$ cat config.mk
export PLATFORM = sky130hd
export DESIGN_NAME = countdown_timer_mode_controller_core
export DESIGN_NICKNAME = d
export VERILOG_FILES = /design/src/design/cdtmc_pkg.sv /design/src/design/countdown_timer_mode_controller_core.sv
export SDC_FILE = /design/constraint.sdc
export NUM_CORES = 1
export LEC_CHECK = 0
export BUFFER_PORTS_ARGS = -buffer_cell sky130_fd_sc_hd__buf_2
export CAP_MARGIN = 0
export CORE_ASPECT_RATIO = 2
export CORE_MARGIN = 2
export CORE_UTILIZATION = 45
export DETAILED_ROUTE_END_ITERATION = 8
export GPL_TIMING_DRIVEN = 0
export SLEW_MARGIN = 15
export SYNTH_ARGS = -nofsm -noshare
export SYNTH_HDL_FRONTEND = slang
export SYNTH_SLANG_ARGS = --single-unit
$ cat constraint.sdc
create_clock -name aclk -period 7.4 [get_ports aclk]
set_input_delay 0.74 -clock aclk [delete_from_list [all_inputs] [get_ports aclk]]
set_output_delay 0.74 -clock aclk [all_outputs]
set_load 0.02 [all_outputs]
$ cat src/design/cdtmc_pkg.sv
`default_nettype none

package cdtmc_pkg;

    localparam logic [2:0] ACT_INC   = 3'd0;
    localparam logic [2:0] ACT_DEC   = 3'd1;
    localparam logic [2:0] ACT_START = 3'd2;
    localparam logic [2:0] ACT_TICK  = 3'd3;
    localparam logic [2:0] ACT_ABORT = 3'd4;

    localparam logic [1:0] ST_HANDLED = 2'd0;
    localparam logic [1:0] ST_IGNORED = 2'd1;
    localparam logic [1:0] ST_TRANS   = 2'd2;

    localparam logic [1:0] MSG_NONE   = 2'd0;
    localparam logic [1:0] MSG_SET    = 2'd1;
    localparam logic [1:0] MSG_PAUSED = 2'd2;
    localparam logic [1:0] MSG_PROD   = 2'd3;

    localparam logic [1:0] REG_TIME_STEP    = 2'd0;
    localparam logic [1:0] REG_BEEP_PHASE   = 2'd1;
    localparam logic [1:0] REG_SECOND_PHASE = 2'd2;
    localparam logic [1:0] REG_STAT_TICKS   = 2'd3;

    localparam logic [11:0] TIME_STEP_RST    = 12'd60;
    localparam logic [3:0]  BEEP_PHASE_RST   = 4'd5;
    localparam logic [3:0]  SECOND_PHASE_RST = 4'd10;
    localparam logic [7:0]  STAT_TICKS_RST   = 8'd20;

    localparam int CFG_DATA_BITS = 12;

    typedef struct packed {
        logic [2:0] action;
        logic [3:0] subsecond;
    } in_item_t;

    typedef struct packed {
        logic [1:0]  status;
        logic [2:0]  mode_now;
        logic [15:0] shown_time;
        logic [31:0] productive_seconds;
        logic        beep;
        logic [1:0]  message;
        logic        clear_display;
    } out_item_t;

endpackage

`default_nettype wire

$ cat src/design/countdown_timer_mode_controller_core.sv
`default_nettype none

// channel   ports                     transfer when
// -------   -----------------------   -------------------
// input     s_valid s_ready s_data    s_valid && s_ready
// result    m_valid m_ready m_data    m_valid && m_ready
// config    cfg_we cfg_index cfg_wdata  cfg_we
//
// one event per cycle: the result is computed in the cycle of the input transfer
// and held in the output register, so an event sees the state left by the one before
// s_ready is high while the output register is empty or being drained
// a stall on m_ready holds the result and blocks new input transfers
// reset (aresetn low, synchronous) returns to idle, zero times, default registers

module countdown_timer_mode_controller_core
    import cdtmc_pkg::*;
#(
    parameter int TIME_BITS = 16
) (
    input  wire                      aclk,
    input  wire                      aresetn,
    input  wire                      s_valid,
    output logic                     s_ready,
    input  wire in_item_t            s_data,
    output logic                     m_valid,
    input  wire                      m_ready,
    output out_item_t                m_data,
    input  wire                      cfg_we,
    input  wire [1:0]                cfg_index,
    input  wire [CFG_DATA_BITS-1:0]  cfg_wdata
);

    localparam int EXT_BITS = ((TIME_BITS > 12) ? TIME_BITS : 12) + 1;
    localparam logic [EXT_BITS-1:0] TIME_MAX_EXT = EXT_BITS'({TIME_BITS{1'b1}});

    typedef enum logic [2:0] {
        MODE_IDLE  = 3'd0,
        MODE_SET   = 3'd1,
        MODE_COUNT = 3'd2,
        MODE_PAUSE = 3'd3,
        MODE_STATS = 3'd4
    } mode_t;

    logic [11:0]          time_step_reg;
    logic [3:0]           beep_phase_reg;
    logic [3:0]           second_phase_reg;
    logic [7:0]           stat_ticks_reg;

    mode_t                mode_reg, mode_next;
    logic [TIME_BITS-1:0] set_reg, set_next;
    logic [TIME_BITS-1:0] elap_reg, elap_next;
    logic [31:0]          prod_reg, prod_next;
    logic [7:0]           cnt_reg, cnt_next;

    logic                 m_valid_reg;
    out_item_t            m_data_reg, m_data_next;

    logic                 in_xfer;
    logic [EXT_BITS-1:0]  set_ext, step_ext, set_add_ext;
    logic [TIME_BITS-1:0] set_add_sat, set_sub;
    logic                 set_ge_step;
    logic                 tick_beep, tick_sec;
    logic [32:0]          prod_sum;
    logic [31:0]          set_wide;
    logic [1:0]           status;
    logic                 beep;
    logic [1:0]           msg;
    logic                 clr;

    assign s_ready = !m_valid_reg || m_ready;
    assign in_xfer = s_valid && s_ready;
    assign m_valid = m_valid_reg;
    assign m_data  = m_data_reg;

    assign set_ext     = EXT_BITS'(set_reg);
    assign step_ext    = EXT_BITS'(time_step_reg);
    assign set_add_ext = set_ext + step_ext;
    assign set_add_sat = (set_add_ext > TIME_MAX_EXT) ? {TIME_BITS{1'b1}}
                                                      : set_add_ext[TIME_BITS-1:0];
    assign set_ge_step = set_ext >= step_ext;
    assign set_sub     = TIME_BITS'(set_ext - step_ext);
    assign tick_beep   = (s_data.action == ACT_TICK) && (s_data.subsecond == beep_phase_reg);
    assign tick_sec    = (s_data.action == ACT_TICK) && (s_data.subsecond == second_phase_reg);

    always_comb begin
        set_next  = set_reg;
        elap_next = elap_reg;
        prod_next = prod_reg;
        cnt_next  = cnt_reg;
        mode_next = mode_reg;
        status    = ST_IGNORED;
        beep      = 1'b0;
        msg       = MSG_NONE;
        clr       = 1'b0;
        prod_sum  = 33'd0;

        unique case (mode_reg)
            MODE_SET: begin
                if (s_data.action == ACT_INC) begin
                    set_next = set_add_sat;
                    status   = ST_HANDLED;
                end else if (s_data.action == ACT_DEC) begin
                    if (set_ge_step) begin
                        set_next = set_sub;
                        status   = ST_HANDLED;
                    end
                end else if (s_data.action == ACT_START) begin
                    if (set_ge_step) begin
                        mode_next = MODE_COUNT;
                    end
                end else if (s_data.action == ACT_ABORT) begin
                    mode_next = MODE_IDLE;
                end
            end
            MODE_COUNT: begin
                if (s_data.action == ACT_START) begin
                    mode_next = MODE_PAUSE;
                end else if (s_data.action == ACT_ABORT) begin
                    mode_next = MODE_IDLE;
                end else if (tick_sec) begin
                    if (set_reg != '0) begin
                        set_next = set_reg - TIME_BITS'(1);
                    end
                    if (elap_reg != {TIME_BITS{1'b1}}) begin
                        elap_next = elap_reg + TIME_BITS'(1);
                    end
                    if (set_reg <= TIME_BITS'(1)) begin
                        mode_next = MODE_IDLE;
                    end else begin
                        status = ST_HANDLED;
                    end
                end
            end
            MODE_PAUSE: begin
                if (s_data.action == ACT_INC) begin
                    set_next  = set_add_sat;
                    mode_next = MODE_SET;
                end else if (s_data.action == ACT_DEC) begin
                    if (set_ge_step) begin
                        set_next = set_sub;
                        status   = ST_HANDLED;
                    end
                end else if (s_data.action == ACT_ABORT) begin
                    mode_next = MODE_IDLE;
                end
            end
            MODE_STATS: begin
                if (s_data.action == ACT_TICK) begin
                    if (cnt_reg >= stat_ticks_reg) begin
                        cnt_next  = 8'd0;
                        mode_next = MODE_IDLE;
                    end else begin
                        cnt_next = cnt_reg + 8'd1;
                    end
                end
            end
            default: begin
                if (s_data.action == ACT_INC) begin
                    set_next  = set_add_sat;
                    mode_next = MODE_SET;
                end else if (s_data.action == ACT_START) begin
                    mode_next = MODE_STATS;
                end else if (tick_beep) begin
                    beep   = 1'b1;
                    status = ST_HANDLED;
                end
            end
        endcase

        if (mode_next != mode_reg) begin
            clr    = 1'b1;
            status = ST_TRANS;
            if (mode_reg == MODE_COUNT) begin
                prod_sum  = {1'b0, prod_reg} + 33'(elap_next);
                prod_next = prod_sum[32] ? 32'hFFFF_FFFF : prod_sum[31:0];
                elap_next = '0;
            end
            if (mode_next == MODE_IDLE) begin
                set_next  = '0;
                elap_next = '0;
                msg       = MSG_SET;
            end else if (mode_next == MODE_PAUSE) begin
                msg = MSG_PAUSED;
            end else if (mode_next == MODE_STATS) begin
                msg = MSG_PROD;
            end
        end

        set_wide = 32'(set_next);

        m_data_next.status             = status;
        m_data_next.mode_now           = mode_next;
        m_data_next.productive_seconds = prod_next;
        m_data_next.beep               = beep;
        m_data_next.message            = msg;
        m_data_next.clear_display      = clr;
        if (mode_next == MODE_STATS) begin
            m_data_next.shown_time = (prod_next > 32'h0000_FFFF) ? 16'hFFFF : prod_next[15:0];
        end else begin
            m_data_next.shown_time = (set_wide > 32'h0000_FFFF) ? 16'hFFFF : set_wide[15:0];
        end
    end

    always_ff @(posedge aclk) begin
        if (!aresetn) begin
            time_step_reg    <= TIME_STEP_RST;
            beep_phase_reg   <= BEEP_PHASE_RST;
            second_phase_reg <= SECOND_PHASE_RST;
            stat_ticks_reg   <= STAT_TICKS_RST;
            mode_reg         <= MODE_IDLE;
            set_reg          <= '0;
            elap_reg         <= '0;
            prod_reg         <= '0;
            cnt_reg          <= '0;
            m_valid_reg      <= 1'b0;
        end else begin
            if (cfg_we) begin
                unique case (cfg_index)
                    REG_TIME_STEP:    time_step_reg    <= cfg_wdata;
                    REG_BEEP_PHASE:   beep_phase_reg   <= cfg_wdata[3:0];
                    REG_SECOND_PHASE: second_phase_reg <= cfg_wdata[3:0];
                    REG_STAT_TICKS:   stat_ticks_reg   <= cfg_wdata[7:0];
                    default:          ;
                endcase
            end
            if (in_xfer) begin
                mode_reg    <= mode_next;
                set_reg     <= set_next;
                elap_reg    <= elap_next;
                prod_reg    <= prod_next;
                cnt_reg     <= cnt_next;
                m_valid_reg <= 1'b1;
            end else if (m_ready) begin
                m_valid_reg <= 1'b0;
            end
        end
    end

    always_ff @(posedge aclk) begin
        if (in_xfer) begin
            m_data_reg <= m_data_next;
        end
    end

    // a prompt only comes with a mode change
    assert property (@(posedge aclk) disable iff (!aresetn)
        m_valid && (m_data.message != MSG_NONE) |-> m_data.clear_display)
        else $error("prompt without transition");

    assert property (@(posedge aclk) disable iff (!aresetn)
        m_valid |-> (m_data.clear_display == (m_data.status == ST_TRANS)))
        else $error("clear flag and transition status disagree");

    assert property (@(posedge aclk) disable iff (!aresetn)
        m_valid && m_data.beep |-> (m_data.mode_now == MODE_IDLE)
                                   && (m_data.status == ST_HANDLED))
        else $error("beep outside idle");

    // the reported mode is the one kept for the next event
    assert property (@(posedge aclk) disable iff (!aresetn)
        in_xfer |=> (m_data.mode_now == mode_reg))
        else $error("reported mode differs from state");

    // productive time never goes down
    assert property (@(posedge aclk) disable iff (!aresetn)
        in_xfer |-> (prod_next >= prod_reg))
        else $error("productive time decreased");

endmodule

`default_nettype wire

# ---- Word level (Yosys, flattened, before mapping)
# Cells that the tools add are included.
dict set report word_totals {
  output_inout_bits 59
  ff_bits 161
  input_bits 26
}
dict set report op_classes {
  n_lt_le_gt_ge 5
  n_eq_ne 17
  add_sub_neg 6
  bitwise 1
  mux 61
  reduce_logical 18
}
# cell n
set op_table {}
lappend op_table {{$mux W16} 21}
lappend op_table {{$mux W32} 3}
lappend op_table {{$pmux W16 S3} 1}
lappend op_table {{$mux W3} 15}
lappend op_table {{$add A32 B16 Y33} 1}
lappend op_table {{$gt A32 B16 Y1 const B} 1}
lappend op_table {{$add A16 B12 Y17} 1}
lappend op_table {{$gt A17 B16 Y1 const B} 1}
lappend op_table {{$add A16 B1 Y16 const B} 1}
lappend op_table {{$ge A16 B12 Y1} 1}
lappend op_table {{$le A16 B1 Y1 const B} 1}
lappend op_table {{$mux W1} 16}
lappend op_table {{$ne A16 B16 Y1 const B} 1}
lappend op_table {{$reduce_bool A16 Y1} 1}
lappend op_table {{$sub A16 B1 Y16 const B} 1}
lappend op_table {{$sub A16 B12 Y16} 1}
lappend op_table {{$eq A3 B2 Y1 const B} 5}
lappend op_table {{$pmux W3 S4} 1}
lappend op_table {{$eq A3 B3 Y1 const B} 3}
lappend op_table {{$add A8 B1 Y8 const B} 1}
lappend op_table {{$eq A4 B4 Y1} 2}
lappend op_table {{$ge A8 B8 Y1} 1}
lappend op_table {{$mux W8} 1}
lappend op_table {{$reduce_and A2 Y1} 4}
lappend op_table {{16 further kinds} 23}

# ---- Longest topological paths before layout
dict set report logic_depth {
  ltp_word 13
  depth_mapped 22
}

# ---- Least setup slack after synthesis
# Ideal clock, no wire load.
dict set report synth_timing {
  kind {input to register}
  from {input port s_data[6] in the netlist's numbering}
  to {register m_data_reg (netlist bit m_data[37]) (data pin)}
  path_slack_ps 1882
  t_arrival_ps 5248
  path_buffers 4
  path_stages 21
  path_cell_list {clkbuf_1 -> nand3b_1 -> or2_2 -> nor2_1 -> o21a_1 -> clkbuf_1 -> mux2i_1 -> inv_1 -> ha_1 -> a211oi_1 -> o21ai_0 -> nand3_1 -> a21oi_1 -> a211oi_1 -> clkbuf_1 -> nor3_1 -> mux2_2 -> or2_2 -> buf_2 -> nor4_1 -> a21oi_1}
}
# element line_no
set synth_rtl {}
lappend synth_rtl {{start: declaration} countdown_timer_mode_controller_core.sv:24} ;# input wire in_item_t s_data,
lappend synth_rtl {{end signal: assignment} countdown_timer_mode_controller_core.sv:241} ;# m_data_reg <= m_data_next;
lappend synth_rtl {{end: declaration} countdown_timer_mode_controller_core.sv:56} ;# out_item_t m_data_reg, m_data_next;

==> qor.yml <==
clkPwrFrac_pct: 36.7
gp_routability_congestion: 0.990
p_total_uw: 2410
drive_above_1_share_pct: 10.9
initial_core_util_pct: 45.6
cts_buffers: 17
final_nets: 1570
clock_latency_ns: 0.46
relSlewSlack_pct: 25.4
regToRegSetupSlack_ns: 0.52
startpoint: "s_data[6]"
yosysSeqAreaShare_pct: 34.1
synth_edf_count: 57
wl_per_cell_um: 21.4
final_cell_mix: "187 x nand2_1, 104 x dfxtp_1, 103 x nor2_1"
crit_family: "simple AND/OR/NAND/NOR gates"
chipWidth_um: 115
power_leakage_uw: 0.00489
cts_sinks: 161
crit_arrival_ns: 7.27
hold_viol: 0
io_buffers: 83
fmax_mhz: 141
synth_warnings: 0
viasPerCell: 5.91
grt_pass1_vias: 10600
power_density_nw_per_um2: 192
grt.total_usage_pct: 30.2
worst_clock_skew_ns: 0.0145
path_depth: 20
rsz0062_at_grt: "no"
finalSetupViolations: 0
clkSlewWorstSetupHoldPaths_ns: 0.07
drtPass1Iterations: 6
vdd_drop_max_mv: 0.167
die_h_um: 226
synth_flop_cell: "dfxtp_1"
power_frac_comb_pct: 22.3
via_count: 10800
worst_hold_slack_ns: 0.466
hp-class: "flip-flop to flip-flop"
required_ns: 7.58
antenna_cells: 0
tritoncts: "yes"
crit_path_cell_trace: "buf_2, clkbuf_1, nand3b_1, or2_2, nor2_1, o21a_1, clkbuf_1, nand3_1, xnor2_1, ha_1, and3_1, and3_1, a21oi_1, a21o_1, nor2_1, or4b_1, a221o_1, nand4b_4, nor4_1, a21oi_1"
critPathMaxStageDelay_ns: 0.60
drv_slew: 0
period_share_pct: 95.9
holdBufCountCts: 0
netlist_instances: 1386
root_buffer: "clkbuf_16"
areaGrowthSynthToFinish_pct: 12.9
dp_hpwl_mm: 31.1
core-area_um2: 24400
synth-seq-cells: 161
r2r-end: "m_data[49]"
stdcell_count: 1834
final_common_cell: "nand2_1"
worst_setup_path_end_kind: "flip-flop"
cp_num_buf_inv: 3
worstSetupEndpoint: "m_data[49]"
swShare_pct: 33.3
power.switching_uw: 802
worstMarginPinSlew_ns: 1.12
pin_count: 85
placed_cell_area_um2: 12000
detail_route.iter0.violations: 684
route.detailed.drc: 0
crit_slowest_cell: "a21oi_1"
design.die.area_um2: 26100
worstSetupPathType: "input port to flip-flop"
detail-route-antenna-nets: 0
finalWorstPathRequiredPeriod_ns: 7.10
crit_path_start_kind: "input port"
largest_reg_flops: 57
wirelength_mm: 39.2
netlist_area_um2: 11100
finish.instance_area_um2: 12600
reg2reg_depth: 20
syn_avg_cell_area_um2: 8.03
cap_violations: 0
antenna_found_initial: 0
grt_overflow: 0
place_inst: 1802
ys_types: 78
syn_nets: 1467
pwr-share-seq_pct: 41.0
intPower_uw: 1600
grt_max_degree: 37
cp_max_fo: 10
r2r_start: "mode_reg[2]"
status: "completed"
clockBufferDepth: 2
synthArstFlopShare_pct: 0
std_cell_rows: 81
grt_pass1_wl_mm: 58.5
htree_levels: 4
[through the flow]
| step | setup TNS, ns | setup WS (ns) | util, % |
|---|---|---|---|
| 5_1_grt | 0 | 0.146 | 51.4 |
| 6_report | 0 | 0.305 | 51.4 |
| 3_5_place_dp | -0.731 | -0.208 | 49.1 |
| 4_1_cts | 0 | 0.263 | 51.4 |
| 2_1_floorplan | 0 | 1.88 | - |
| 3_3_place_gp | -0.823 | -0.239 | 49.0 |
[cells in the mapped netlist, types with 19 or more instances]
cell type  instances  area, um2
nor2b_1           25        156
nand4_1           20        125
a21boi_0          48        360
a21oi_1           89        445
nand2_1          187        702
clkbuf_1          67        251
dfxtp_1          104       2080
o21ai_0           78        390
ha_1              52        651
nor4_1            24        150
nand3_1           47        235
nor2_1           103        387
edfxtp_1          57       1710
nor3_1            43        215
xnor2_1           42        368
and2_1            19        119
xor2_1            19        166
inv_1             64        240
[logic make-up after synthesis]
group	synth area share, %
AND/OR/NAND/NOR	23.8
AO/OA/AOI/OAI	23.8
flip-flops	34.1
buffers and inverters	5.07
XOR/XNOR	4.80
adder cells (fa/ha/maj)	6.39
multiplexers	2.05
[tightest hold or removal path: cells and delay by family (launching register included)]
kind | cells | cell delay (ns)
AOI/OAI and AO/OA | 1 | 0.06
DFF | 1 | 0.31
and+or+nand+nor | 1 | 0.05
[power groups by stage]
| stage | Combinational (uW) | Clock, uW | Sequential, uW |
|---|---|---|---|
| floorplan | 314 | 0 | 1040 |
| global placement | 520 | 0 | 1010 |
| detailed placement | 525 | 0 | 1010 |
| CTS | 527 | 895 | 987 |
| global route | 573 | 921 | 992 |
| finish | 537 | 883 | 987 |
[worst min-delay path by stage]
stage	from	endpoint	slack, ns	cells after the start
after floorplan	stat_ticks_reg[1]	stat_ticks_reg[1]	0.44	2
after global placement	stat_ticks_reg[3]	stat_ticks_reg[3]	0.45	2
after detailed placement	stat_ticks_reg[6]	stat_ticks_reg[6]	0.46	2
after CTS	stat_ticks_reg[6]	stat_ticks_reg[6]	0.47	2
after global routing	stat_ticks_reg[5]	stat_ticks_reg[5]	0.50	2
final	stat_ticks_reg[6]	stat_ticks_reg[6]	0.47	2
[what timing repair did]
action | 4_1_cts | 5_1_grt
setup buffers | 0 | 0
resized for setup | 0 | 1
endpoints found under the setup margin | 0 | 2
[area by class of cell]
class | instances | area [um2]
Inverter | 66 | 248
Sequential cell | 161 | 3790
Clock inverter | 15 | 143
Multi-Input combinational cell | 1078 | 6780
Fill cell | 2372 | 11900
Clock buffer | 17 | 425
Buffer | 81 | 318
Tap cell | 332 | 415
Timing Repair Buffer | 84 | 435
[per-layer routing]
layer / global-route usage, % / part of all wire, %
met1: 28.0 / 34
met2: 57.0 / 54
met3: 4.17 / 3.4
met4: 24.3 / 8.7
met5: 0 / 0
Power figures use the tool's default switching activity.
